<file path="config.mk">
export PLATFORM = sky130hd
export DESIGN_NAME = bzp_front
export DESIGN_NICKNAME = d
export VERILOG_FILES = /design/src/sv/bzp_pkg.sv /design/src/sv/bzp_front.sv
export SDC_FILE = /design/constraint.sdc
export NUM_CORES = 1
export LEC_CHECK = 0
export ABC_CLOCK_PERIOD_IN_PS = 800
export BUFFER_PORTS_ARGS = -buffer_cell sky130_fd_sc_hd__buf_2
export CORE_AREA = 2 2 175 177
export DETAILED_ROUTE_END_ITERATION = 6
export DIE_AREA = 0 0 177 179
export GPL_TIMING_DRIVEN = 0
export PLACE_DENSITY = 0.39
export SYNTH_ARGS = -nofsm -noshare
export SYNTH_HDL_FRONTEND = slang
export SYNTH_SLANG_ARGS = --single-unit
</file>
<file path="constraint.sdc">
create_clock -name vclk -period 0.8
set_input_delay 0.04 -clock vclk [all_inputs]
set_output_delay 0.04 -clock vclk [all_outputs]
set_load 0.01 [all_outputs]
</file>
<file path="src/sv/bzp_pkg.sv">
// bzp_pkg: shared widths, types, step tables and status structs for the
// quadratic bezier point generator; used by every module in sv/
package bzp_pkg;

   // field widths
   localparam int COORD_BITS  = 24;
   localparam int DIFF_BITS   = COORD_BITS + 1;
   localparam int SEG_BITS    = 7;
   localparam int INDEX_BITS  = 6;
   localparam int FRAC_BITS   = 16;
   localparam int FRAC_ONE    = 1 << FRAC_BITS;
   localparam int STEP_BITS   = FRAC_BITS + 1;
   localparam int PROD_BITS   = STEP_BITS + DIFF_BITS;

   // segment count limits
   localparam int MAX_SEGMENTS = 64;
   localparam int RESULT_CAP   = 64;
   localparam int SEG_CAP      = (MAX_SEGMENTS < RESULT_CAP) ? MAX_SEGMENTS : RESULT_CAP;
   localparam int TABLE_BITS   = $clog2(RESULT_CAP);

   // request queue
   localparam int QUEUE_DEPTH = 2;

   // stream word layout
   localparam int REQ_FIELD_BITS = 9 * COORD_BITS + SEG_BITS;
   localparam int REQ_TDATA_BITS = ((REQ_FIELD_BITS + 7) / 8) * 8;
   localparam int RSP_FIELD_BITS = 3 * COORD_BITS + INDEX_BITS;
   localparam int RSP_TDATA_BITS = ((RSP_FIELD_BITS + 7) / 8) * 8;
   localparam int RSP_PAD_BITS   = RSP_TDATA_BITS - RSP_FIELD_BITS;

   typedef logic signed [COORD_BITS-1:0] coord_type;
   typedef logic signed [DIFF_BITS-1:0]  diff_type;
   typedef logic signed [PROD_BITS-1:0]  prod_type;
   typedef logic [SEG_BITS-1:0]          seg_type;
   typedef logic [INDEX_BITS-1:0]        index_type;
   typedef logic [STEP_BITS-1:0]         step_type;
   typedef logic [FRAC_BITS-1:0]         frac_type;
   typedef logic [TABLE_BITS-1:0]        table_idx_type;

   // one queued curve: control points as x, y, z and the clamped count
   typedef struct packed {
      coord_type [2:0] p0;
      coord_type [2:0] p1;
      coord_type [2:0] p2;
      seg_type         segments;
   } curve_type;

   typedef struct packed {
      logic full;
      logic empty;
   } queue_status_type;

   typedef struct packed {
      logic    running;
      logic    issue;
      seg_type idx;
      seg_type total;
   } back_status_type;

   // per-point increment of t for n = index + 1: quotient of FRAC_ONE / n
   localparam step_type STEP_QUO [RESULT_CAP] = '{
      step_type'(FRAC_ONE / 1),  step_type'(FRAC_ONE / 2),  step_type'(FRAC_ONE / 3),
      step_type'(FRAC_ONE / 4),  step_type'(FRAC_ONE / 5),  step_type'(FRAC_ONE / 6),
      step_type'(FRAC_ONE / 7),  step_type'(FRAC_ONE / 8),  step_type'(FRAC_ONE / 9),
      step_type'(FRAC_ONE / 10), step_type'(FRAC_ONE / 11), step_type'(FRAC_ONE / 12),
      step_type'(FRAC_ONE / 13), step_type'(FRAC_ONE / 14), step_type'(FRAC_ONE / 15),
      step_type'(FRAC_ONE / 16), step_type'(FRAC_ONE / 17), step_type'(FRAC_ONE / 18),
      step_type'(FRAC_ONE / 19), step_type'(FRAC_ONE / 20), step_type'(FRAC_ONE / 21),
      step_type'(FRAC_ONE / 22), step_type'(FRAC_ONE / 23), step_type'(FRAC_ONE / 24),
      step_type'(FRAC_ONE / 25), step_type'(FRAC_ONE / 26), step_type'(FRAC_ONE / 27),
      step_type'(FRAC_ONE / 28), step_type'(FRAC_ONE / 29), step_type'(FRAC_ONE / 30),
      step_type'(FRAC_ONE / 31), step_type'(FRAC_ONE / 32), step_type'(FRAC_ONE / 33),
      step_type'(FRAC_ONE / 34), step_type'(FRAC_ONE / 35), step_type'(FRAC_ONE / 36),
      step_type'(FRAC_ONE / 37), step_type'(FRAC_ONE / 38), step_type'(FRAC_ONE / 39),
      step_type'(FRAC_ONE / 40), step_type'(FRAC_ONE / 41), step_type'(FRAC_ONE / 42),
      step_type'(FRAC_ONE / 43), step_type'(FRAC_ONE / 44), step_type'(FRAC_ONE / 45),
      step_type'(FRAC_ONE / 46), step_type'(FRAC_ONE / 47), step_type'(FRAC_ONE / 48),
      step_type'(FRAC_ONE / 49), step_type'(FRAC_ONE / 50), step_type'(FRAC_ONE / 51),
      step_type'(FRAC_ONE / 52), step_type'(FRAC_ONE / 53), step_type'(FRAC_ONE / 54),
      step_type'(FRAC_ONE / 55), step_type'(FRAC_ONE / 56), step_type'(FRAC_ONE / 57),
      step_type'(FRAC_ONE / 58), step_type'(FRAC_ONE / 59), step_type'(FRAC_ONE / 60),
      step_type'(FRAC_ONE / 61), step_type'(FRAC_ONE / 62), step_type'(FRAC_ONE / 63),
      step_type'(FRAC_ONE / 64)
   };

   // matching remainder of FRAC_ONE / n, always below n
   localparam seg_type STEP_REM [RESULT_CAP] = '{
      seg_type'(FRAC_ONE % 1),  seg_type'(FRAC_ONE % 2),  seg_type'(FRAC_ONE % 3),
      seg_type'(FRAC_ONE % 4),  seg_type'(FRAC_ONE % 5),  seg_type'(FRAC_ONE % 6),
      seg_type'(FRAC_ONE % 7),  seg_type'(FRAC_ONE % 8),  seg_type'(FRAC_ONE % 9),
      seg_type'(FRAC_ONE % 10), seg_type'(FRAC_ONE % 11), seg_type'(FRAC_ONE % 12),
      seg_type'(FRAC_ONE % 13), seg_type'(FRAC_ONE % 14), seg_type'(FRAC_ONE % 15),
      seg_type'(FRAC_ONE % 16), seg_type'(FRAC_ONE % 17), seg_type'(FRAC_ONE % 18),
      seg_type'(FRAC_ONE % 19), seg_type'(FRAC_ONE % 20), seg_type'(FRAC_ONE % 21),
      seg_type'(FRAC_ONE % 22), seg_type'(FRAC_ONE % 23), seg_type'(FRAC_ONE % 24),
      seg_type'(FRAC_ONE % 25), seg_type'(FRAC_ONE % 26), seg_type'(FRAC_ONE % 27),
      seg_type'(FRAC_ONE % 28), seg_type'(FRAC_ONE % 29), seg_type'(FRAC_ONE % 30),
      seg_type'(FRAC_ONE % 31), seg_type'(FRAC_ONE % 32), seg_type'(FRAC_ONE % 33),
      seg_type'(FRAC_ONE % 34), seg_type'(FRAC_ONE % 35), seg_type'(FRAC_ONE % 36),
      seg_type'(FRAC_ONE % 37), seg_type'(FRAC_ONE % 38), seg_type'(FRAC_ONE % 39),
      seg_type'(FRAC_ONE % 40), seg_type'(FRAC_ONE % 41), seg_type'(FRAC_ONE % 42),
      seg_type'(FRAC_ONE % 43), seg_type'(FRAC_ONE % 44), seg_type'(FRAC_ONE % 45),
      seg_type'(FRAC_ONE % 46), seg_type'(FRAC_ONE % 47), seg_type'(FRAC_ONE % 48),
      seg_type'(FRAC_ONE % 49), seg_type'(FRAC_ONE % 50), seg_type'(FRAC_ONE % 51),
      seg_type'(FRAC_ONE % 52), seg_type'(FRAC_ONE % 53), seg_type'(FRAC_ONE % 54),
      seg_type'(FRAC_ONE % 55), seg_type'(FRAC_ONE % 56), seg_type'(FRAC_ONE % 57),
      seg_type'(FRAC_ONE % 58), seg_type'(FRAC_ONE % 59), seg_type'(FRAC_ONE % 60),
      seg_type'(FRAC_ONE % 61), seg_type'(FRAC_ONE % 62), seg_type'(FRAC_ONE % 63),
      seg_type'(FRAC_ONE % 64)
   };

endpackage

</file>
<file path="src/sv/bzp_front.sv">
// bzp_front: request intake; unpacks the request word and clamps the count
// depends on bzp_pkg
module bzp_front (
   input  logic                                 req_tvalid,
   output logic                                 req_tready,
   input  logic [bzp_pkg::REQ_TDATA_BITS-1:0]   req_tdata,
   input  bzp_pkg::queue_status_type            q_status,
   output logic                                 push,
   output bzp_pkg::curve_type                   push_data
);

   localparam int CB = bzp_pkg::COORD_BITS;

   bzp_pkg::seg_type raw_seg;

   // accept whenever the queue has room
   assign req_tready = !q_status.full;
   assign push       = req_tvalid && req_tready;

   assign raw_seg = req_tdata[9*CB +: bzp_pkg::SEG_BITS];

   // unpack control points, clamp count to 1 .. cap
   always_comb begin
      for (int k = 0; k < 3; k++) begin
         push_data.p0[k] = req_tdata[k*CB +: CB];
         push_data.p1[k] = req_tdata[(3+k)*CB +: CB];
         push_data.p2[k] = req_tdata[(6+k)*CB +: CB];
      end
      if (raw_seg == '0) begin
         push_data.segments = bzp_pkg::seg_type'(1);
      end else if (raw_seg > bzp_pkg::seg_type'(bzp_pkg::SEG_CAP)) begin
         push_data.segments = bzp_pkg::seg_type'(bzp_pkg::SEG_CAP);
      end else begin
         push_data.segments = raw_seg;
      end
   end

endmodule

</file>
Word level (Yosys, flattened, before mapping). Index checks and enable logic that the tools add are counted.

$lt $le $gt $ge: 1. Mux-type cells: 2. Reduce and logical (&&, ||, !) cells: 3.

Operator list (number): $mux W7 (2); $gt A7 B7 Y1 const B (1); $logic_not A7 Y1 (1); $logic_and A1 B1 Y1 (1); $logic_not A1 Y1 (1).

Register bits after elaboration: 0. Output and inout port bits: 225. Word-level logic and storage cells: 6.

Logic depth before layout (Yosys ltp). Gate-level depths: netlist (run 1).

Depth after elaboration: 3. Mapped depth: 2. Depth with buffers taken out: 2.

Least setup slack after synthesis (run 1). No wires, ideal clock.

Kind: input-to-output. From: input req_tdata[217] (netlist name). To: output push_data[0] (netlist name). Arrival: 716 ps. Slack: 44 ps. Cell stages on the path: 2. Cells stage by stage: or3_1 o41ai_2.

RTL lines: start, declared (line bzp_front.sv:6) `input logic [bzp_pkg::REQ_TDATA_BITS-1:0] req_tdata,`; end, declared (line bzp_front.sv:9) `output bzp_pkg::curve_type push_data`.

==> impl_metrics.json, run 1 <==
{
  "gp_congestion": 0.798,
  "slowest_stage": "or3_4",
  "core_area_um2": 30000,
  "crit_type": "input port to primary output",
  "register_area_um2": 0,
  "grt_pass1_vias": 1597,
  "dpl.cell_count": 857,
  "fmax_mhz": 1080,
  "status": "complete, but fails checks",
  "fill_cells": 3463,
  "critPathRequiredTime_ns": 0.76,
  "power.switching_uw": 711,
  "clkbuf_count": 0,
  "worst_slew_pin_slew_ns": 0.211,
  "diodes": 0,
  "p_total_mw": 1.79,
  "drv_cap": 0,
  "yosysSeqAreaShare_pct": 0,
  "synth_cells": 227,
  "fp-row-count": 64,
  "slew_violations": 0,
  "drc_errors": 0,
  "intPower_mw": 1.08,
  "grt_max_degree": 9,
  "numPortBuffers": 234,
  "place_ws_ns": -0.180,
  "ant_nets": 0,
  "fin_crit_ns": 0.925,
  "ctsHoldBuffers": 0,
  "ys_warn_count": 0,
  "ios": 452,
  "setup_violations": 1,
  "post_synth.cell_area_avg_um2": 7.47,
  "fin_ws_ns": -0.125,
  "grt-ovfl-total": 0,
  "synth_cell_type_count": 7,
  "syn_area_um2": 1700,
  "drt_iter0_drc": 27,
  "combinationalPowerShare_pct": 100.0,
  "vias_per_cell": 2.33,
  "p_leak_nw": 2.01,
  "min_path_type": "input port to primary output",
  "grt_first_pass_wirelength_mm": 8.88,
  "syn2layout_area_growth_pct": 99.6,
  "hold_start": "req_tdata[177]",
  "antenna_found_initial": 0,
  "vias": 1998,
  "critical_path.top_delay_family": "simple AND/OR/NAND/NOR gates",
  "final-instance-count-excl-fill": 857,
  "slew_headroom_pct": 85.9,
  "min_path_cells": 2,
  "p_per_area_nw_per_um2": 529,
  "cts_setup_buffers": 0,
  "detail_route.wl_per_cell_um": 9.32,
  "critPathMaxFanout": 2,
  "endpoint_kind": "primary output",
  "cts_resized": 2,
  "design.final.nets": 690,
  "wl_mm": 7.99,
  "synth_nets": 454,
  "crit_buf_inv": 2,
  "min_to": "push_data[40]",
  "grt_util_all_layers_pct": 3.80,
  "swShare_pct": 39.7,
  "initial_core_util_pct": 5.65,
  "drive_gt1_share_pct": 98.0,
  "die_w_um": 177,
  "power.share.clock_pct": 0,
  "ir_drop_v": 0.000114,
  "die_y_um": 179,
  "crit_chain": "buf_6 -> or3_4 -> o41ai_4 -> buf_2",
  "drtPass1Iterations": 4,
  "hold_viol": 0,
  "startpoint_type": "input port",
  "seq_power_share_pct": 0,
  "n_sequential_cell": 0,
  "rsz0062_at_grt": "yes",
  "violations": "negative setup slack",
  "arrival_ns": 0.89,
  "cp_slowest_stage_delay_ns": 0.39,
  "dieArea_um2": 31700,
  "finalCritPeriodShare_pct": 116
}
## power by group through the flow
stage | logic [mW] | registers (mW) | clock network, mW
floorplan | 1.15 | 0 | 0
global placement | 1.80 | 0 | 0
detailed placement | 1.80 | 0 | 0
CTS | 1.81 | 0 | 0
global route | 1.94 | 0 | 0
finish | 1.79 | 0 | 0
## per-stage QoR
stage | utilization, % | setup TNS (ns) | cell area [um2] | hold slack [ns]
after floorplan | - | 0 | 1700 | 0.124
after global placement | 11.2 | -0.187 | 3360 | 0.265
after detailed placement | 11.2 | -0.180 | 3360 | 0.264
after CTS | 11.2 | -0.162 | 3370 | 0.264
after global routing | 11.3 | -0.159 | 3380 | 0.267
final | 11.3 | -0.125 | 3380 | 0.263
## layout by cell type (no fill, tap or decap), drive strengths merged
cell	count
buf	450
or3	1
o41ai	1
clkbuf	1
nand2b	1
inv	1
nor2b	6
## logic make-up after synthesis
logic type / count (synthesis) / share of synthesized area (%)
AO/OA/AOI/OAI: 1 / 0.960
AND/OR/NAND/NOR: 8 / 2.95
buffers and inverters: 218 / 96.1
## Yosys cell counts, drive strengths merged
master / instances / area (um2)
buf: 216 / 1620
nor2b: 6 / 37.5
clkbuf: 1 / 3.75
inv: 1 / 3.75
nand2b: 1 / 6.26
o41ai: 1 / 16.3
or3: 1 / 6.26
## how the worst max path moves through the flow
stage | startpoint | to | slack (ns) | cells after the start
2_1_floorplan | req_tdata[217] | push_data[0] | 0.04 | 2
4_1_cts | req_tdata[217] | push_data[0] | -0.16 | 4
3_3_place_gp | req_tdata[217] | push_data[0] | -0.19 | 4
6_report | req_tdata[217] | push_data[0] | -0.13 | 4
5_1_grt | req_tdata[217] | push_data[0] | -0.16 | 4
3_5_place_dp | req_tdata[217] | push_data[0] | -0.18 | 4
## area by class of cell
| class | instances | area, um2 | share of cell area (%) |
|---|---|---|---|
| buffer | 217 | 1630 | 48.0 |
| inverter | 1 | 3.75 | 0.111 |
| multi-input combinational | 9 | 82.6 | 2.44 |
| tap | 396 | 495 | 14.6 |
| timing repair buffer | 234 | 1180 | 34.8 |
## layer usage
layer | wire length (um) | vias to the layer above | track usage, %
met5 | 0 | - | 0
met4 | 0 | 0 | 0
met3 | 1050 | 0 | 0.615
met2 | 4520 | 244 | 8.22
met1 | 2420 | 819 | 3.94
li1 | - | 935 | -
(Power assumes the default switching activity.)
==> run 2, diff against run 1 <==
REMOVE_ABC_BUFFERS = 1   (was not set)
==> impl_metrics.json, run 2 (same netlist as run 1, synthesis figures left out) <==
{
  "ctsHoldBuffers": 0,
  "place_area_um2": 656,
  "drt_iter0_drc": 104,
  "crit_chain": "buf_6 -> or3_4 -> o41ai_2 -> buf_2",
  "ant_nets": 0,
  "n_sequential_cell": 0,
  "fp-row-count": 64,
  "rsz0062_at_grt": "yes",
  "p_per_area_nw_per_um2": 154,
  "vias_per_cell": 1.88,
  "hold_start": "req_tdata[146]",
  "finalCritPeriodShare_pct": 116,
  "min_to": "push_data[9]",
  "grt_max_degree": 9,
  "diodes": 0,
  "die_y_um": 179,
  "critPathRequiredTime_ns": 0.76,
  "crit_type": "input port to primary output",
  "drv_cap": 0,
  "dieArea_um2": 31700,
  "fmax_mhz": 1080,
  "wl_mm": 47.0,
  "critical_path.top_delay_family": "simple AND/OR/NAND/NOR gates",
  "p_leak_nw": 0.109,
  "grt_first_pass_wirelength_mm": 47.9,
  "clkbuf_count": 0,
  "final_cell_mix": "buf_2, nor2b_1",
  "multi_input_area_um2": 71.3,
  "drc_errors": 0,
  "syn2layout_area_growth_pct": -60.7,
  "worst_slew_pin_slew_ns": 0.234,
  "status": "complete, but fails checks",
  "critPathMaxFanout": 2,
  "slew_violations": 0,
  "core_area_um2": 30000,
  "slew_headroom_pct": 84.3,
  "drtPass1Iterations": 4,
  "grt_util_all_layers_pct": 28.5,
  "layout_commonest_cell": "buf_2",
  "cp_slowest_stage_delay_ns": 0.37,
  "vias": 795,
  "fin_crit_ns": 0.929,
  "setup_violations": 1,
  "min_path_type": "input port to primary output",
  "hold_viol": 0,
  "ir_drop_v": 0.0000487,
  "crit_buf_inv": 2,
  "ios": 452,
  "cts_setup_buffers": 0,
  "drive_gt1_share_pct": 71.4,
  "min_path_cells": 0,
  "startpoint_type": "input port",
  "final_cell_area_um2": 667,
  "grt-ovfl-total": 0,
  "arrival_ns": 0.89,
  "design.final.nets": 257,
  "die_w_um": 177,
  "numPortBuffers": 18,
  "grt_pass1_vias": 518,
  "fin_ws_ns": -0.129,
  "detail_route.wl_per_cell_um": 111,
  "fill_cells": 3598,
  "register_area_um2": 0,
  "antenna_found_initial": 0,
  "slowest_stage": "or3_4",
  "endpoint_kind": "primary output",
  "violations": "negative setup slack",
  "hold_slack_ns": 0.0802,
  "gp_congestion": 1.15,
  "initial_core_util_pct": 5.65
}
run 2: cell type report:
| cell class | count | share of cell area [%] |
|---|---|---|
| Inverter | 1 | 0.563 |
| Multi-Input combinational cell | 9 | 10.7 |
| Tap cell | 396 | 74.3 |
| Timing Repair Buffer | 18 | 14.4 |
run 2: report_power, final:
part	leakage, nW	internal (mW)	switching, mW
Combinational	0.109	0.0483	0.0547
Sequential	0	0	0
Clock	0	0	0
Total	0.109	0.0483	0.0547
run 2: worst max path at each step:
stage	slack, ns	to	cells after the start	startpoint
final	-0.13	push_data[0]	4	req_tdata[217]
after global routing	-0.17	push_data[0]	4	req_tdata[217]
after CTS	-0.13	push_data[0]	4	req_tdata[217]
after detailed placement	-0.15	push_data[0]	4	req_tdata[217]
after global placement	-0.13	push_data[0]	4	req_tdata[217]
after floorplan	0.04	push_data[0]	2	req_tdata[217]
run 2: stage by stage:
| stage | setup WS [ns] | utilization (%) | power (mW) | cells | setup TNS (ns) |
|---|---|---|---|---|---|
| after global placement | -0.131 | 2.18 | 0.0970 | 424 | -0.131 |
| final | -0.129 | 2.22 | 0.103 | 424 | -0.129 |
| after floorplan | 0.0443 | - | 0.0315 | 10 | 0 |
| after detailed placement | -0.153 | 2.18 | 0.0981 | 424 | -0.153 |
| after CTS | -0.126 | 2.22 | 0.103 | 424 | -0.126 |
| after global routing | -0.172 | 2.22 | 0.114 | 424 | -0.172 |
run 2: repair_timing:
item | 4_1_cts | 5_1_grt
endpoints found under the setup margin | 1 | 1
gates cloned | 0 | 0
gates resized for setup | 2 | 0
run 2: routing by layer:
| layer | wire length, um | GRT usage [%] | vias up |
|---|---|---|---|
| met5 | 210 | 4.97 | - |
| met4 | 3430 | 16.3 | 6 |
| met3 | 14600 | 42.0 | 62 |
| met2 | 28200 | 61.8 | 468 |
| met1 | 590 | 0.726 | 189 |
| li1 | - | - | 70 |
