--- src/sv/bzp_pkg.sv ---
// bzp_pkg: shared widths, types, step tables and status structs for the
// quadratic bezier point generator; used by every module in sv/
package bzp_pkg;

   // field widths
   localparam int COORD_BITS  = 24;
   localparam int DIFF_BITS   = COORD_BITS + 1;
   localparam int SEG_BITS    = 7;
   localparam int INDEX_BITS  = 6;
   localparam int FRAC_BITS   = 16;
   localparam int FRAC_ONE    = 1 << FRAC_BITS;
   localparam int STEP_BITS   = FRAC_BITS + 1;
   localparam int PROD_BITS   = STEP_BITS + DIFF_BITS;

   // segment count limits
   localparam int MAX_SEGMENTS = 64;
   localparam int RESULT_CAP   = 64;
   localparam int SEG_CAP      = (MAX_SEGMENTS < RESULT_CAP) ? MAX_SEGMENTS : RESULT_CAP;
   localparam int TABLE_BITS   = $clog2(RESULT_CAP);

   // request queue
   localparam int QUEUE_DEPTH = 2;

   // stream word layout
   localparam int REQ_FIELD_BITS = 9 * COORD_BITS + SEG_BITS;
   localparam int REQ_TDATA_BITS = ((REQ_FIELD_BITS + 7) / 8) * 8;
   localparam int RSP_FIELD_BITS = 3 * COORD_BITS + INDEX_BITS;
   localparam int RSP_TDATA_BITS = ((RSP_FIELD_BITS + 7) / 8) * 8;
   localparam int RSP_PAD_BITS   = RSP_TDATA_BITS - RSP_FIELD_BITS;

   typedef logic signed [COORD_BITS-1:0] coord_type;
   typedef logic signed [DIFF_BITS-1:0]  diff_type;
   typedef logic signed [PROD_BITS-1:0]  prod_type;
   typedef logic [SEG_BITS-1:0]          seg_type;
   typedef logic [INDEX_BITS-1:0]        index_type;
   typedef logic [STEP_BITS-1:0]         step_type;
   typedef logic [FRAC_BITS-1:0]         frac_type;
   typedef logic [TABLE_BITS-1:0]        table_idx_type;

   // one queued curve: control points as x, y, z and the clamped count
   typedef struct packed {
      coord_type [2:0] p0;
      coord_type [2:0] p1;
      coord_type [2:0] p2;
      seg_type         segments;
   } curve_type;

   typedef struct packed {
      logic full;
      logic empty;
   } queue_status_type;

   typedef struct packed {
      logic    running;
      logic    issue;
      seg_type idx;
      seg_type total;
   } back_status_type;

   // per-point increment of t for n = index + 1: quotient of FRAC_ONE / n
   localparam step_type STEP_QUO [RESULT_CAP] = '{
      step_type'(FRAC_ONE / 1),  step_type'(FRAC_ONE / 2),  step_type'(FRAC_ONE / 3),
      step_type'(FRAC_ONE / 4),  step_type'(FRAC_ONE / 5),  step_type'(FRAC_ONE / 6),
      step_type'(FRAC_ONE / 7),  step_type'(FRAC_ONE / 8),  step_type'(FRAC_ONE / 9),
      step_type'(FRAC_ONE / 10), step_type'(FRAC_ONE / 11), step_type'(FRAC_ONE / 12),
      step_type'(FRAC_ONE / 13), step_type'(FRAC_ONE / 14), step_type'(FRAC_ONE / 15),
      step_type'(FRAC_ONE / 16), step_type'(FRAC_ONE / 17), step_type'(FRAC_ONE / 18),
      step_type'(FRAC_ONE / 19), step_type'(FRAC_ONE / 20), step_type'(FRAC_ONE / 21),
      step_type'(FRAC_ONE / 22), step_type'(FRAC_ONE / 23), step_type'(FRAC_ONE / 24),
      step_type'(FRAC_ONE / 25), step_type'(FRAC_ONE / 26), step_type'(FRAC_ONE / 27),
      step_type'(FRAC_ONE / 28), step_type'(FRAC_ONE / 29), step_type'(FRAC_ONE / 30),
      step_type'(FRAC_ONE / 31), step_type'(FRAC_ONE / 32), step_type'(FRAC_ONE / 33),
      step_type'(FRAC_ONE / 34), step_type'(FRAC_ONE / 35), step_type'(FRAC_ONE / 36),
      step_type'(FRAC_ONE / 37), step_type'(FRAC_ONE / 38), step_type'(FRAC_ONE / 39),
      step_type'(FRAC_ONE / 40), step_type'(FRAC_ONE / 41), step_type'(FRAC_ONE / 42),
      step_type'(FRAC_ONE / 43), step_type'(FRAC_ONE / 44), step_type'(FRAC_ONE / 45),
      step_type'(FRAC_ONE / 46), step_type'(FRAC_ONE / 47), step_type'(FRAC_ONE / 48),
      step_type'(FRAC_ONE / 49), step_type'(FRAC_ONE / 50), step_type'(FRAC_ONE / 51),
      step_type'(FRAC_ONE / 52), step_type'(FRAC_ONE / 53), step_type'(FRAC_ONE / 54),
      step_type'(FRAC_ONE / 55), step_type'(FRAC_ONE / 56), step_type'(FRAC_ONE / 57),
      step_type'(FRAC_ONE / 58), step_type'(FRAC_ONE / 59), step_type'(FRAC_ONE / 60),
      step_type'(FRAC_ONE / 61), step_type'(FRAC_ONE / 62), step_type'(FRAC_ONE / 63),
      step_type'(FRAC_ONE / 64)
   };

   // matching remainder of FRAC_ONE / n, always below n
   localparam seg_type STEP_REM [RESULT_CAP] = '{
      seg_type'(FRAC_ONE % 1),  seg_type'(FRAC_ONE % 2),  seg_type'(FRAC_ONE % 3),
      seg_type'(FRAC_ONE % 4),  seg_type'(FRAC_ONE % 5),  seg_type'(FRAC_ONE % 6),
      seg_type'(FRAC_ONE % 7),  seg_type'(FRAC_ONE % 8),  seg_type'(FRAC_ONE % 9),
      seg_type'(FRAC_ONE % 10), seg_type'(FRAC_ONE % 11), seg_type'(FRAC_ONE % 12),
      seg_type'(FRAC_ONE % 13), seg_type'(FRAC_ONE % 14), seg_type'(FRAC_ONE % 15),
      seg_type'(FRAC_ONE % 16), seg_type'(FRAC_ONE % 17), seg_type'(FRAC_ONE % 18),
      seg_type'(FRAC_ONE % 19), seg_type'(FRAC_ONE % 20), seg_type'(FRAC_ONE % 21),
      seg_type'(FRAC_ONE % 22), seg_type'(FRAC_ONE % 23), seg_type'(FRAC_ONE % 24),
      seg_type'(FRAC_ONE % 25), seg_type'(FRAC_ONE % 26), seg_type'(FRAC_ONE % 27),
      seg_type'(FRAC_ONE % 28), seg_type'(FRAC_ONE % 29), seg_type'(FRAC_ONE % 30),
      seg_type'(FRAC_ONE % 31), seg_type'(FRAC_ONE % 32), seg_type'(FRAC_ONE % 33),
      seg_type'(FRAC_ONE % 34), seg_type'(FRAC_ONE % 35), seg_type'(FRAC_ONE % 36),
      seg_type'(FRAC_ONE % 37), seg_type'(FRAC_ONE % 38), seg_type'(FRAC_ONE % 39),
      seg_type'(FRAC_ONE % 40), seg_type'(FRAC_ONE % 41), seg_type'(FRAC_ONE % 42),
      seg_type'(FRAC_ONE % 43), seg_type'(FRAC_ONE % 44), seg_type'(FRAC_ONE % 45),
      seg_type'(FRAC_ONE % 46), seg_type'(FRAC_ONE % 47), seg_type'(FRAC_ONE % 48),
      seg_type'(FRAC_ONE % 49), seg_type'(FRAC_ONE % 50), seg_type'(FRAC_ONE % 51),
      seg_type'(FRAC_ONE % 52), seg_type'(FRAC_ONE % 53), seg_type'(FRAC_ONE % 54),
      seg_type'(FRAC_ONE % 55), seg_type'(FRAC_ONE % 56), seg_type'(FRAC_ONE % 57),
      seg_type'(FRAC_ONE % 58), seg_type'(FRAC_ONE % 59), seg_type'(FRAC_ONE % 60),
      seg_type'(FRAC_ONE % 61), seg_type'(FRAC_ONE % 62), seg_type'(FRAC_ONE % 63),
      seg_type'(FRAC_ONE % 64)
   };

endpackage

--- src/sv/bzp_queue.sv ---
// bzp_queue: short fifo of accepted curves between intake and point engine
// depends on bzp_pkg
module bzp_queue #(
   parameter int DEPTH = bzp_pkg::QUEUE_DEPTH
) (
   input  logic                       clock,
   input  logic                       reset,
   input  logic                       push,
   input  bzp_pkg::curve_type         push_data,
   input  logic                       pop,
   output bzp_pkg::curve_type         pop_data,
   output bzp_pkg::queue_status_type  status
);

   localparam int PTR_BITS = (DEPTH > 1) ? $clog2(DEPTH) : 1;
   localparam int CNT_BITS = $clog2(DEPTH + 1);

   bzp_pkg::curve_type  entries_ff [DEPTH];
   logic [PTR_BITS-1:0] wr_ptr_ff, wr_ptr_in;
   logic [PTR_BITS-1:0] rd_ptr_ff, rd_ptr_in;
   logic [CNT_BITS-1:0] count_ff,  count_in;

   assign status.full  = (count_ff == CNT_BITS'(DEPTH));
   assign status.empty = (count_ff == '0);
   assign pop_data     = entries_ff[rd_ptr_ff];

   // pointer and fill count update
   always_comb begin
      wr_ptr_in = wr_ptr_ff;
      rd_ptr_in = rd_ptr_ff;
      count_in  = count_ff;
      if (push) begin
         wr_ptr_in = (wr_ptr_ff == PTR_BITS'(DEPTH - 1)) ? '0 : wr_ptr_ff + PTR_BITS'(1);
      end
      if (pop) begin
         rd_ptr_in = (rd_ptr_ff == PTR_BITS'(DEPTH - 1)) ? '0 : rd_ptr_ff + PTR_BITS'(1);
      end
      case ({push, pop})
         2'b10:   count_in = count_ff + CNT_BITS'(1);
         2'b01:   count_in = count_ff - CNT_BITS'(1);
         default: count_in = count_ff;
      endcase
   end

   always_ff @(posedge clock) begin
      if (reset) begin
         wr_ptr_ff <= '0;
         rd_ptr_ff <= '0;
         count_ff  <= '0;
      end else begin
         wr_ptr_ff <= wr_ptr_in;
         rd_ptr_ff <= rd_ptr_in;
         count_ff  <= count_in;
      end
   end

   // storage, no reset
   always_ff @(posedge clock) begin
      if (push) begin
         entries_ff[wr_ptr_ff] <= push_data;
      end
   end

endmodule

--- config.mk ---
export PLATFORM = sky130hd
export DESIGN_NAME = bzp_queue
export DESIGN_NICKNAME = d
export VERILOG_FILES = /design/src/sv/bzp_pkg.sv /design/src/sv/bzp_queue.sv
export SDC_FILE = /design/constraint.sdc
export NUM_CORES = 1
export LEC_CHECK = 0
export CAP_MARGIN = 40
export CORE_UTILIZATION = 33
export CTS_BUF_LIST = sky130_fd_sc_hd__clkbuf_2 sky130_fd_sc_hd__clkbuf_4 sky130_fd_sc_hd__clkbuf_8
export DETAILED_ROUTE_END_ITERATION = 8
export DONT_BUFFER_PORTS = 1
export GPL_TIMING_DRIVEN = 1
export SLEW_MARGIN = 5
export SYNTH_ARGS = -nofsm -noshare
export SYNTH_HDL_FRONTEND = slang
export SYNTH_SLANG_ARGS = --single-unit
--- constraint.sdc ---
create_clock -name clock -period 15.2 [get_ports clock]
set_input_delay 0.76 -clock clock [delete_from_list [all_inputs] [get_ports clock]]
set_output_delay 0.76 -clock clock [all_outputs]
set_load 0.02 [all_outputs]
## Yosys cells after proc, flatten, opt, wreduce, memory -nomap -nowiden

Memories as Yosys holds them, arrays and structs flattened. A register that Yosys moved wholly into a read port is not among the register bits.
Index checks and enable logic that the tools add are counted.

- Logic and storage cells: 20
- RAM bits: 446
- Memories: 1
- Output and inout bits: 225
- Bits in registers: 4

Memory list:

| name | words | bits a word | read ports | clocked after memory_dff | wr ports | line | source |
|---|---|---|---|---|---|---|---|
| entries_ff | 2 | 223 | 1 | 1 | 1 | bzp_queue.sv:18 | `bzp_pkg::curve_type entries_ff [DEPTH];` |

- Add/subtract/negate cells: 4
- Equality and inequality tests: 3
- Reduce and logical (&&, ||, !) cells: 2
- Multiplexer cells: 7

Operators with widths:

| operator | number |
|---|---|
| 2-to-1 mux 1 bit | 6 |
| == test 2 bit (second input constant) | 2 |
| case mux 2 bit (2 select lines) | 1 |
| adder 1 bit (second input constant) | 2 |
| adder 2 x 1 -> 2 bit (second input constant) | 1 |
| == test 2 x 1 -> 1 bit (second input constant) | 1 |
| logical NOT 2 bit | 1 |
| nonzero test 2 bit | 1 |
| subtractor 2 x 1 -> 2 bit (second input constant) | 1 |

## Logic depth before layout (Yosys ltp)

Gate-level depths: netlist of the first run.

- Depth after elaboration: 4
- Depth in mapped cells: 5
- Depth with buffers taken out: 5

## Least setup slack after synthesis of the first run

No wires, ideal clock.

- Kind: input-to-reg
- From: in push
- To: mem entries_ff[0][0] (netlist name), enable pin
- Data arrival time: 10.152 ns
- Stages on the path: 2
- Library setup time: 0.817 ns
- Path buffers: 0
- Path slack: 4.231 ns
- Cell sequence: inv_1 nor2_1

- Word-level cells in the longest chain between the ends: 2

Ends and longest elaborated chain:

| item | line | source |
|---|---|---|
| start: declaration | bzp_queue.sv:8 | `input logic push,` |
| 2-to-1 mux 1 bit | bzp_queue.sv:59 | `if (push) begin` |
| 2-to-1 mux 1 bit (implied by the code) | bzp_queue.sv:60 | `entries_ff[wr_ptr_ff] <= push_data;` |
| end: declaration | bzp_queue.sv:18 |  |

Every way passes these cells.

==> results of run 1 <==
[worst min path at each step]
| stage | to | slack (ns) | depth (start not counted) |
|---|---|---|---|
| floorplan | count_ff[1]$_SDFFE_PP0P_ | 0.46 | 2 |
| global placement | count_ff[1]$_SDFFE_PP0P_ | 0.47 | 2 |
| detailed placement | count_ff[1]$_SDFFE_PP0P_ | 0.50 | 2 |
| CTS | register | 0.11 | 1 |
| global route | count_ff[1]$_SDFFE_PP0P_ | 0.11 | 1 |
| finish | count_ff[1]$_SDFFE_PP0P_ | 0.20 | 1 |
[cells in the final DEF (no fill, tap or decap)]
cell type   instances
edfxtp_1          446
mux2_4            170
clkbuf_8           80
mux2_2             53
clkbuf_4           27
clkinv_1           16
clkinv_2            6
nor2_1              5
dfxtp_1             4
buf_12              4
buf_4               4
xnor2_1             3
inv_6               3
buf_16              2
and2_4              1
inv_1               1
and2b_2             1
nor2_4              1
xor2_1              1
o21ai_0             1
or3_1               1
a21oi_1             1
ha_1                1
dfxtp_4             1
clkinvlp_4          1
clkinv_4            1
[area by class of cell]
class	count	area, um2
fillers	4611	31300
flip-flops and latches	451	13500
multi-input cells	239	3260
clock buffers	107	1300
well taps	672	841
repair buffers	10	165
clock inverters	27	133
inverters	1	3.75
[per-layer routing]
metal | share of wire (%) | up-vias | global-route usage [%]
li1 | - | 2984 | -
met1 | 34 | 3411 | 12.0
met2 | 52 | 306 | 20.4
met3 | 12 | 56 | 7.46
met4 | 2.0 | 0 | 4.58
met5 | 0 | - | 0
[critical path, cell delays in order (launching register included)]
cell	delay (ns)
dfxtp_4	0.62
buf_12	0.30
buf_4	0.72
mux2_2	0.48
[logic make-up (layout without fill, tap and decap cells)]
group                    count (synthesis)  in the layout  share of synthesized area, %
XOR/XNOR                                 4              4                         0.206
AND/OR/NAND/NOR                          9              9                         0.258
buffers and inverters                   26            145                          1.46
AO/OA/AOI/OAI                            2              2                        0.0589
multiplexers                           223            223                          18.5
flip-flops                             451            451                          79.4
adder cells (fa/ha/maj)                  1              1                        0.0736
[power groups by stage]
stage	combinational, mW	clock (mW)	sequential [mW]
4_1_cts	0.308	1.06	1.48
6_report	0.300	1.01	1.47
2_1_floorplan	0.262	0	1.51
3_3_place_gp	0.298	0	1.50
3_5_place_dp	0.307	0	1.50
5_1_grt	0.314	1.11	1.48
[flip-flops by register name, indices dropped and copies added, names as in the netlist, named ones only]
name / count
rd_ptr_ff: 1
wr_ptr_ff: 1
entries_ff: 446
count_ff: 2
[metrics by stage]
stage	power (mW)	hold WS (ns)
6_report	2.79	0.196
5_1_grt	2.90	0.114
4_1_cts	2.84	0.111
3_5_place_dp	1.81	0.496
3_3_place_gp	1.80	0.475
2_1_floorplan	1.78	0.461
==> reports/qor.csv, run 1 <==
metric,value,unit
Reg-to-Reg Start,wr_ptr_ff$_SDFFE_PP0P_,
Synth top cells by count,"edfxtp_1 (446), mux2_4 (170), mux2_2 (53)",
post-placement cell count,1373,
num rows,82,
core area,50500,um2
CTS H-tree lvls,3,
Remaining DRCs,0,
initial antenna violation count,0,
flop-to-flop setup slack,12.38,ns
Yosys reg bits,451,
Max-Cap Viols,0,
Max Freq,282,MHz
most area-hungry cell type in the Yosys netlist,edfxtp_1,
Max IR drop VDD,0.0907,mV
Critical Path Sink,pop_data[211],
worst path required time,14.44,ns
Die ar.,52400,um2
sequential share of power,52.9,%
Place WS,11.89,ns
final std cells w/o fill,1507,
Die Wd,229,um
total gr overflow,0,
run status,"finished, final reports clean",
largest net degree at the start of global routing,165,
Setup TNS Final,0,ns
Syn-to-layout area delta,13.0,%
Max Clock Skew,0.0126,ns
syn_area_per_cell,23.7,um2
TritonCTS Sinks,451,
Post-DP HPWL,21000,um
number of global-route vias before repair,7215,
clock root buffer,clkbuf_8,
CP Class,reg -> out,
slew margin rel.,25.6,%
Yosys cell types,16,
Cells after Synth,716,
Initial Util,33.7,%
number of flops mapped to enable cells by yosys,446,
setup bufs post-CTS,0,
via density per instance,4.48,
nets@finish,1007,
period utilisation layout,23.3,%
count of pins over their slew limit,0,
router iterations before antenna repair,4,
clock tree buffer depth,3,
Post-synth top flop,edfxtp_1,
routed len/inst,21.5,um
terminus of the critical flop-to-flop path,entries_ff[0][126]$_DFFE_PP_,
"Core Util, Final",38.0,%
Leakage,6.59,nW
Tot GR Track Use,12.1,%
slew of the pin with the lowest slew margin,1.12,ns
CP Launch Type,register,
CTS Buf Count,76,
final wirelength,32300,um
IO Count,452,
Synth top area share,78.8,%
CTS tree,done,
antenna cells,0,
first-pass GRT wire length,46700,um
hold path start,reset,
"critical path fanouts, max",46,
placed cell area,17800,um2
"Arr. time, crit path",2.79,ns
Clk network pwr share,36.3,%
post-CTS sizing,0,
# port buffers,0,
Clock Latency Late Sink,0.62,ns
Power Density,145,nW/um2
"count leader, synth",edfxtp_1,
Net Sw Power,668,uW
final setup margin,11.65,ns
combinational group share of total power,10.8,%
sequential fraction of the synthesis area,79.4,%
DR iter-0 viols,417,
Synth Cell Area,17000,um2
clock slew at reported path FFs,0.06,ns
crit path time final,3.55,ns
Worst setup EP type,primary output,
Fin. Hold Viols,0,
Synthesis Warnings,0,
worst reg2reg path depth,4,
height of the chip,229,um
Post-synth ARST share,0,%
syn_nets,944,
layout cell share with drive strength beyond 1,42.5,%
internal power,2.12,mW
routed via count,6757,
RSZ-0062 raised after global routing,no,
Net Sw Frac,24.0,%
Worst Hold Class,in -> reg,
ranking of synthesized cells by area,"edfxtp_1 (79%), mux2_4 (15%), mux2_2 (3.5%)",
routability cong.,0.717,
DRT antenna net count,0,
"Hold-fix buffers, CTS",0,
Finished Cell Area,19200,um2
Setup Viol. Count Final,0,
Note: power is estimated with default switching activity, not from simulation.
==> run 2, diff against run 1 <==
--- a/config.mk
+++ b/config.mk
@@ -5,6 +5,7 @@
 export SDC_FILE = /design/constraint.sdc
 export NUM_CORES = 1
 export LEC_CHECK = 0
+export ABC_AREA = 1
 export CAP_MARGIN = 40
 export CORE_UTILIZATION = 33
 export CTS_BUF_LIST = sky130_fd_sc_hd__clkbuf_2 sky130_fd_sc_hd__clkbuf_4 sky130_fd_sc_hd__clkbuf_8
==> constraint.sdc (replaced) <==
create_clock -name clock -period 3.2 [get_ports clock]
set_input_delay 0.16 -clock clock [delete_from_list [all_inputs] [get_ports clock]]
set_output_delay 0.16 -clock clock [all_outputs]
set_load 0.02 [all_outputs]
==> run 2 against run 1 <==
  * Core utilization up 4.8 points
  * Clock skew up 0.011 ns
  * First-iteration DRC count up 1.9%
  * Combinational power rose to 5.4 times the previous value
  * Worst hold slack worse by 0.025 ns
  * Synthesized cell count up 1.5%
  * Area after synthesis up 0.15%
  * Die area up 0.15%
  * Sequential cell count unchanged
==> reports/qor.csv, run 2 <==
metric,value,unit,change
run status,"finished, final reports clean",,
Fin. Hold Viols,0,,unchanged
final wirelength,35100,um,+8.5%
largest net degree at the start of global routing,134,,-19%
initial antenna violation count,5,,+5
Synth Area in Simple Gates,0.397,%,+0.14 points
Post-synth ARST share,0,%,unchanged
final std cells w/o fill,1758,,+17%
Remaining DRCs,0,,unchanged
Leakage,7.62,nW,+16%
Met3 Wirelength,2510,um,-36%
Largest register FFs,446,,unchanged
fill count,4387,,-4.9%
core area,50500,um2,unchanged
Setup Viol. Count Final,0,,unchanged
first-pass GRT wire length,51500,um,+10%
slew margin rel.,36.8,%,+11 points
syn_area_per_cell,23.4,um2,-1.4%
Post-synth top flop,edfxtp_1,,
Tot GR Track Use,13.1,%,+1.1 points
most frequent cells in the layout,"edfxtp_1 (446), dlygate4sd3_1 (227), mux2_4 (170), clkbuf_8 (74), mux2_2 (53)",,
ranking of synthesized cells by area,"edfxtp_1 (79%), mux2_4 (15%), mux2_2 (3.5%)",,
TritonCTS Sinks,451,,unchanged
clock root buffer,clkbuf_8,,
Worst setup EP type,primary output,,
clock tree buffer depth,3,,unchanged
Synth Area in Adders,0.0735,%,-0.00011 points
Synth Area in XOR/XNOR,0.0515,%,-0.15 points
setup bufs post-CTS,0,,unchanged
Die ar.,52500,um2,+0.15%
worst path required time,3.04,ns,-11.40 ns
post-placement cell count,1394,,+1.5%
Max Clock Skew,0.0240,ns,+0.0114 ns
CP Class,reg -> out,,
Yosys reg bits,451,,unchanged
Initial Util,33.7,%,+0.052 points
Reg area,13500,um2,about the same
CP Launch Type,register,,
num rows,82,,unchanged
RSZ-0062 raised after global routing,no,,
largest family of logic cells by synthesized area,multiplexers,,
total gr overflow,0,,unchanged
Top Metal Used,met5,,
crit path time final,2.42,ns,
IO Count,452,,unchanged
slew of the pin with the lowest slew margin,0.947,ns,-0.169 ns
syn_nets,955,,+1.2%
worst hold slack,0.172,ns,-0.0245 ns
Cells after Synth,727,,+1.5%
"Core Util, Final",42.9,%,+4.8 points
number of flops mapped to enable cells by yosys,446,,unchanged
Die Wd,229,um,about the same
mux cell area share after synthesis,18.5,%,-0.029 points
Synth Cell Area,17000,um2,+0.15%
Yosys cell types,15,,-1
post-CTS sizing,0,,unchanged
Syn-to-layout area delta,27.2,%,
count of pins over their slew limit,0,,unchanged
routed len/inst,20.0,um,-7.0%
Synthesis Warnings,0,,unchanged
number of global-route vias before repair,8660,,+20%
sequential fraction of the synthesis area,79.3,%,-0.12 points
CTS Buf Count,74,,-2.6%
Top Registers,"entries_ff (446), count_ff (2)",,
Power Density,627,nW/um2,+330%
"Most flops, register",entries_ff,,
M1 WL,12900,um,+17%
DR iter-0 viols,425,,+1.9%
area of the multi-input gates,3260,um2,about the same
CTS H-tree lvls,3,,unchanged
CTS tree,done,,
Max IR drop VDD,0.478,mV,+430%
"commonest non-fill, non-tap cell in the layout",edfxtp_1,,
"Hold-fix buffers, CTS",227,,+227
metal2 WL,18700,um,+11%
period utilisation layout,75.5,%,
DRT antenna net count,0,,unchanged
routability cong.,0.757,,+5.6%
Worst Hold Class,in -> reg,,
"critical path fanouts, max",52,,+13%
height of the chip,229,um,about the same
Max Freq,414,MHz,
most area-hungry cell type in the Yosys netlist,edfxtp_1,,
Synth top cells by count,"edfxtp_1 (446), mux2_4 (170), mux2_2 (53)",,
nets@finish,1253,,+24%
router iterations before antenna repair,4,,unchanged
clock slew at reported path FFs,0.06,ns,about the same
layout cell share with drive strength beyond 1,33.4,%,-9.1 points
Max-Cap Viols,0,,unchanged
Clock Latency Late Sink,0.63,ns,about the same
"count leader, synth",edfxtp_1,,
Post-DP HPWL,22000,um,+4.9%
Synth top area share,78.7,%,-0.12 points
# port buffers,0,,unchanged
Synth Area in Compound Gates,0.0588,%,-0.000091 points
via density per instance,4.44,,-0.96%
routed via count,7807,,+16%
"Arr. time, crit path",2.26,ns,-0.53 ns
run 2: worst max-delay path, cell delays in order (launching register included):
cell and delay [ns]:
dfxtp_4 0.74, buf_12 0.41, mux2_4 0.40
run 2: cells by family (layout without fill, tap and decap cells):
group | after synthesis | in the layout
other | 0 | 3
and+or+nand+nor | 17 | 17
muxes | 223 | 223
adders and majority gates | 1 | 1
xor gates and xnor gates | 1 | 1
buffers and inverters | 32 | 388
DFF | 451 | 451
AOI/OAI and AO/OA | 2 | 2
run 2: area by class of cell:
cell class | instances | area share, %
well taps | 672 | 3.89
clock inverters | 38 | 1.33
inverters | 7 | 0.139
multi-input cells | 244 | 15.1
repair buffers | 247 | 11.7
flip-flops and latches | 451 | 62.4
clock buffers | 96 | 5.47
diodes | 3 | 0.0347
run 2: worst paths after layout:
check / start / endpoint / slack (ns) / cells after the start
setup reg to reg: wr_ptr_ff$_SDFFE_PP0P_ / entries_ff[1][13]$_DFFE_PP_ / 1.38 / 3
hold reg to reg: rd_ptr_ff$_SDFFE_PP0P_ / rd_ptr_ff$_SDFFE_PP0P_ / 0.51 / 2
hold / removal: push_data[185] / entries_ff[1][185]$_DFFE_PP_ / 0.17 / 1
setup / recovery: register / pop_data[72] / 0.78 / 2
run 2: power by group:
group	switching, mW	leakage, nW	internal, mW
registers	0.0948	4.23	6.85
logic	0.934	2.63	0.692
clock network	2.24	0.767	2.76
run 2: metal layers:
metal	vias up	track usage, %
met2	291	23.1
met4	2	5.83
met5	-	0
met3	67	4.89
met1	3951	14.0
li1	3496	-
run 2: metrics by stage:
stage	setup WS (ns)	power (mW)	instance area (um2)	setup TNS (ns)
finish	0.785	13.6	21600	0
CTS	0.667	13.8	21600	0
global placement	1.31	8.43	17900	0
detailed placement	1.28	8.45	17900	0
floorplan	-0.926	8.24	17000	-391.12
global route	0.632	14.1	21600	0
==> run 3, diff against run 2 <==
==> constraint.sdc (replaced) <==
create_clock -name clock -period 2.3 [get_ports clock]
set_input_delay 0.115 -clock clock [delete_from_list [all_inputs] [get_ports clock]]
set_output_delay 0.115 -clock clock [all_outputs]
set_load 0.02 [all_outputs]
==> run 3 against run 2 <==
  * Sequential cell count stayed put
  * Cell count is 0.11% lower
  * Core utilization is 0.062 points lower
  * Non-clock buffer count is 5 lower
  * Sequential power is 39% higher
  * Global-route usage is 0.061 points lower
  * Via count is 0.28% lower
  * Worst hold slack worse by 0.079 ns
==> reports/qor.csv, run 3 (same netlist as run 2, synthesis figures left out) <==
metric,value,unit,change
"Arr. time, crit path",2.02,ns,-0.24 ns
final wirelength,35000,um,-0.12%
"commonest non-fill, non-tap cell in the layout",edfxtp_1,,
Tot GR Track Use,13.1,%,-0.061 points
count of pins over their slew limit,0,,unchanged
post-placement cell count,1389,,-0.36%
RSZ-0062 raised after global routing,no,,
final std cells w/o fill,1756,,-0.11%
Post-DP HPWL,22100,um,+0.29%
slew of the pin with the lowest slew margin,0.755,ns,-0.192 ns
Fin. Hold Viols,0,,unchanged
Largest register FFs,446,,unchanged
num rows,82,,unchanged
worst path required time,2.18,ns,-0.86 ns
DR iter-0 viols,314,,-26%
CP Class,reg -> out,,
most frequent cells in the layout,"edfxtp_1 (446), dlygate4sd3_1 (227), mux2_4 (170), clkbuf_8 (80), mux2_2 (53)",,
CTS H-tree lvls,3,,unchanged
DRT antenna net count,0,,unchanged
core area,50500,um2,unchanged
Clock Latency Late Sink,0.63,ns,about the same
clock root buffer,clkbuf_8,,
Die Wd,229,um,unchanged
layout cell share with drive strength beyond 1,33.6,%,+0.19 points
routed len/inst,20.0,um,about the same
Reg-to-Reg Start,wr_ptr_ff$_SDFFE_PP0P_,,
first-pass GRT wire length,51200,um,-0.51%
router iterations before antenna repair,4,,unchanged
worst hold slack,0.0925,ns,-0.0793 ns
Worst Hold Class,in -> reg,,
overall power,18.8,mW,+38%
Power Density,868,nW/um2,+38%
Setup Viol. Count Final,0,,unchanged
TritonCTS Sinks,451,,unchanged
routed via count,7785,,-0.28%
# port buffers,0,,unchanged
Top Registers,"entries_ff (446), count_ff (2)",,
period utilisation layout,92.7,%,
setup bufs post-CTS,0,,unchanged
clock slew at reported path FFs,0.06,ns,about the same
Die ar.,52500,um2,unchanged
Max Freq,469,MHz,
initial antenna violation count,5,,unchanged
clock tree buffer depth,3,,unchanged
Initial Util,33.7,%,unchanged
slew margin rel.,49.7,%,+13 points
flop-to-flop setup slack,0.78,ns,-0.60 ns
height of the chip,229,um,unchanged
Leakage,7.61,nW,-0.20%
run status,"finished, final reports clean",,
Max IR drop VDD,0.514,mV,+7.6%
Syn-to-layout area delta,27.0,%,
largest net degree at the start of global routing,114,,-15%
IO Count,452,,unchanged
nets@finish,1252,,-0.080%
CTS Buf Count,78,,+5.4%
"Most flops, register",entries_ff,,
CTS tree,done,,
crit path time final,2.13,ns,
routability cong.,0.784,,+3.6%
"critical path fanouts, max",30,,-42%
via density per instance,4.43,,-0.17%
number of global-route vias before repair,8530,,-1.5%
hold path start,push,,
Worst setup EP type,primary output,,
Finished Cell Area,21600,um2,-0.14%
placed cell area,17900,um2,-0.21%
"Core Util, Final",42.8,%,-0.062 points
Remaining DRCs,0,,unchanged
Max-Cap Viols,0,,unchanged
CP Launch Type,register,,
total gr overflow,0,,unchanged
Max Clock Skew,0.0182,ns,-0.00576 ns
==> run 3: cell count changes in the layout (fill, tap and decap cells not counted), sizes merged <==
| cell | previous run | this run |
|---|---|---|
| bufinv | 4 | 2 |
| diode | 3 | 7 |
| buf | 20 | 15 |
| clkbuf | 96 | 101 |
| clkinvlp | 4 | 3 |
| clkinv | 28 | 25 |
==> run 3: cell type report <==
| class | instances | area, um2 |
|---|---|---|
| fill | 4409 | 28900 |
| inverter | 7 | 30.0 |
| antenna | 7 | 17.5 |
| clock inverter | 32 | 209 |
| timing repair buffer | 242 | 2500 |
| tap | 672 | 841 |
| clock buffer | 101 | 1260 |
| sequential | 451 | 13500 |
| multi-input combinational | 244 | 3260 |
==> run 3: path summary, 6_finish.rpt <==
check / depth (start not counted) / to
setup / recovery: 3 / pop_data[205]
hold / removal: 4 / wr_ptr_ff$_SDFFE_PP0P_
setup reg to reg: 2 / entries_ff[0][104]$_DFFE_PP_
hold reg to reg: 2 / rd_ptr_ff$_SDFFE_PP0P_
==> run 3: repair_timing <==
| item | in CTS | in global routing |
|---|---|---|
| setup endpoints to repair | 0 | 0 |
| hold endpoints to repair | 451 | 0 |
| resized for setup | 0 | 0 |
| hold buffers | 227 | 0 |
==> run 3: critical path, stage by stage, from the launching register on <==
cell and delay, ns:
dfxtp_4 0.44, buf_12 0.22, buf_12 0.26, mux2_2 0.44
==> run 3: layer usage <==
layer / GRT usage (%) / share of wire (%)
met1: 13.8 / 37
met2: 22.8 / 52
met3: 5.10 / 7.4
met4: 6.10 / 3.2
met5: 0 / 0.037
==> run 3: stage by stage <==
| step | setup slack, ns | setup TNS (ns) |
|---|---|---|
| global placement | 0.818 | 0 |
| global route | 0.00641 | 0 |
| finish | 0.167 | 0 |
| detailed placement | 0.796 | 0 |
| CTS | 0.0497 | 0 |
| floorplan | -1.83 | -793.42 |
==> run 3: where the power goes <==
part	internal, mW	leakage [nW]	switching, mW
clock	3.79	0.779	3.05
sequential	9.54	4.23	0.112
combinational	0.961	2.60	1.31
total	14.3	7.61	4.48
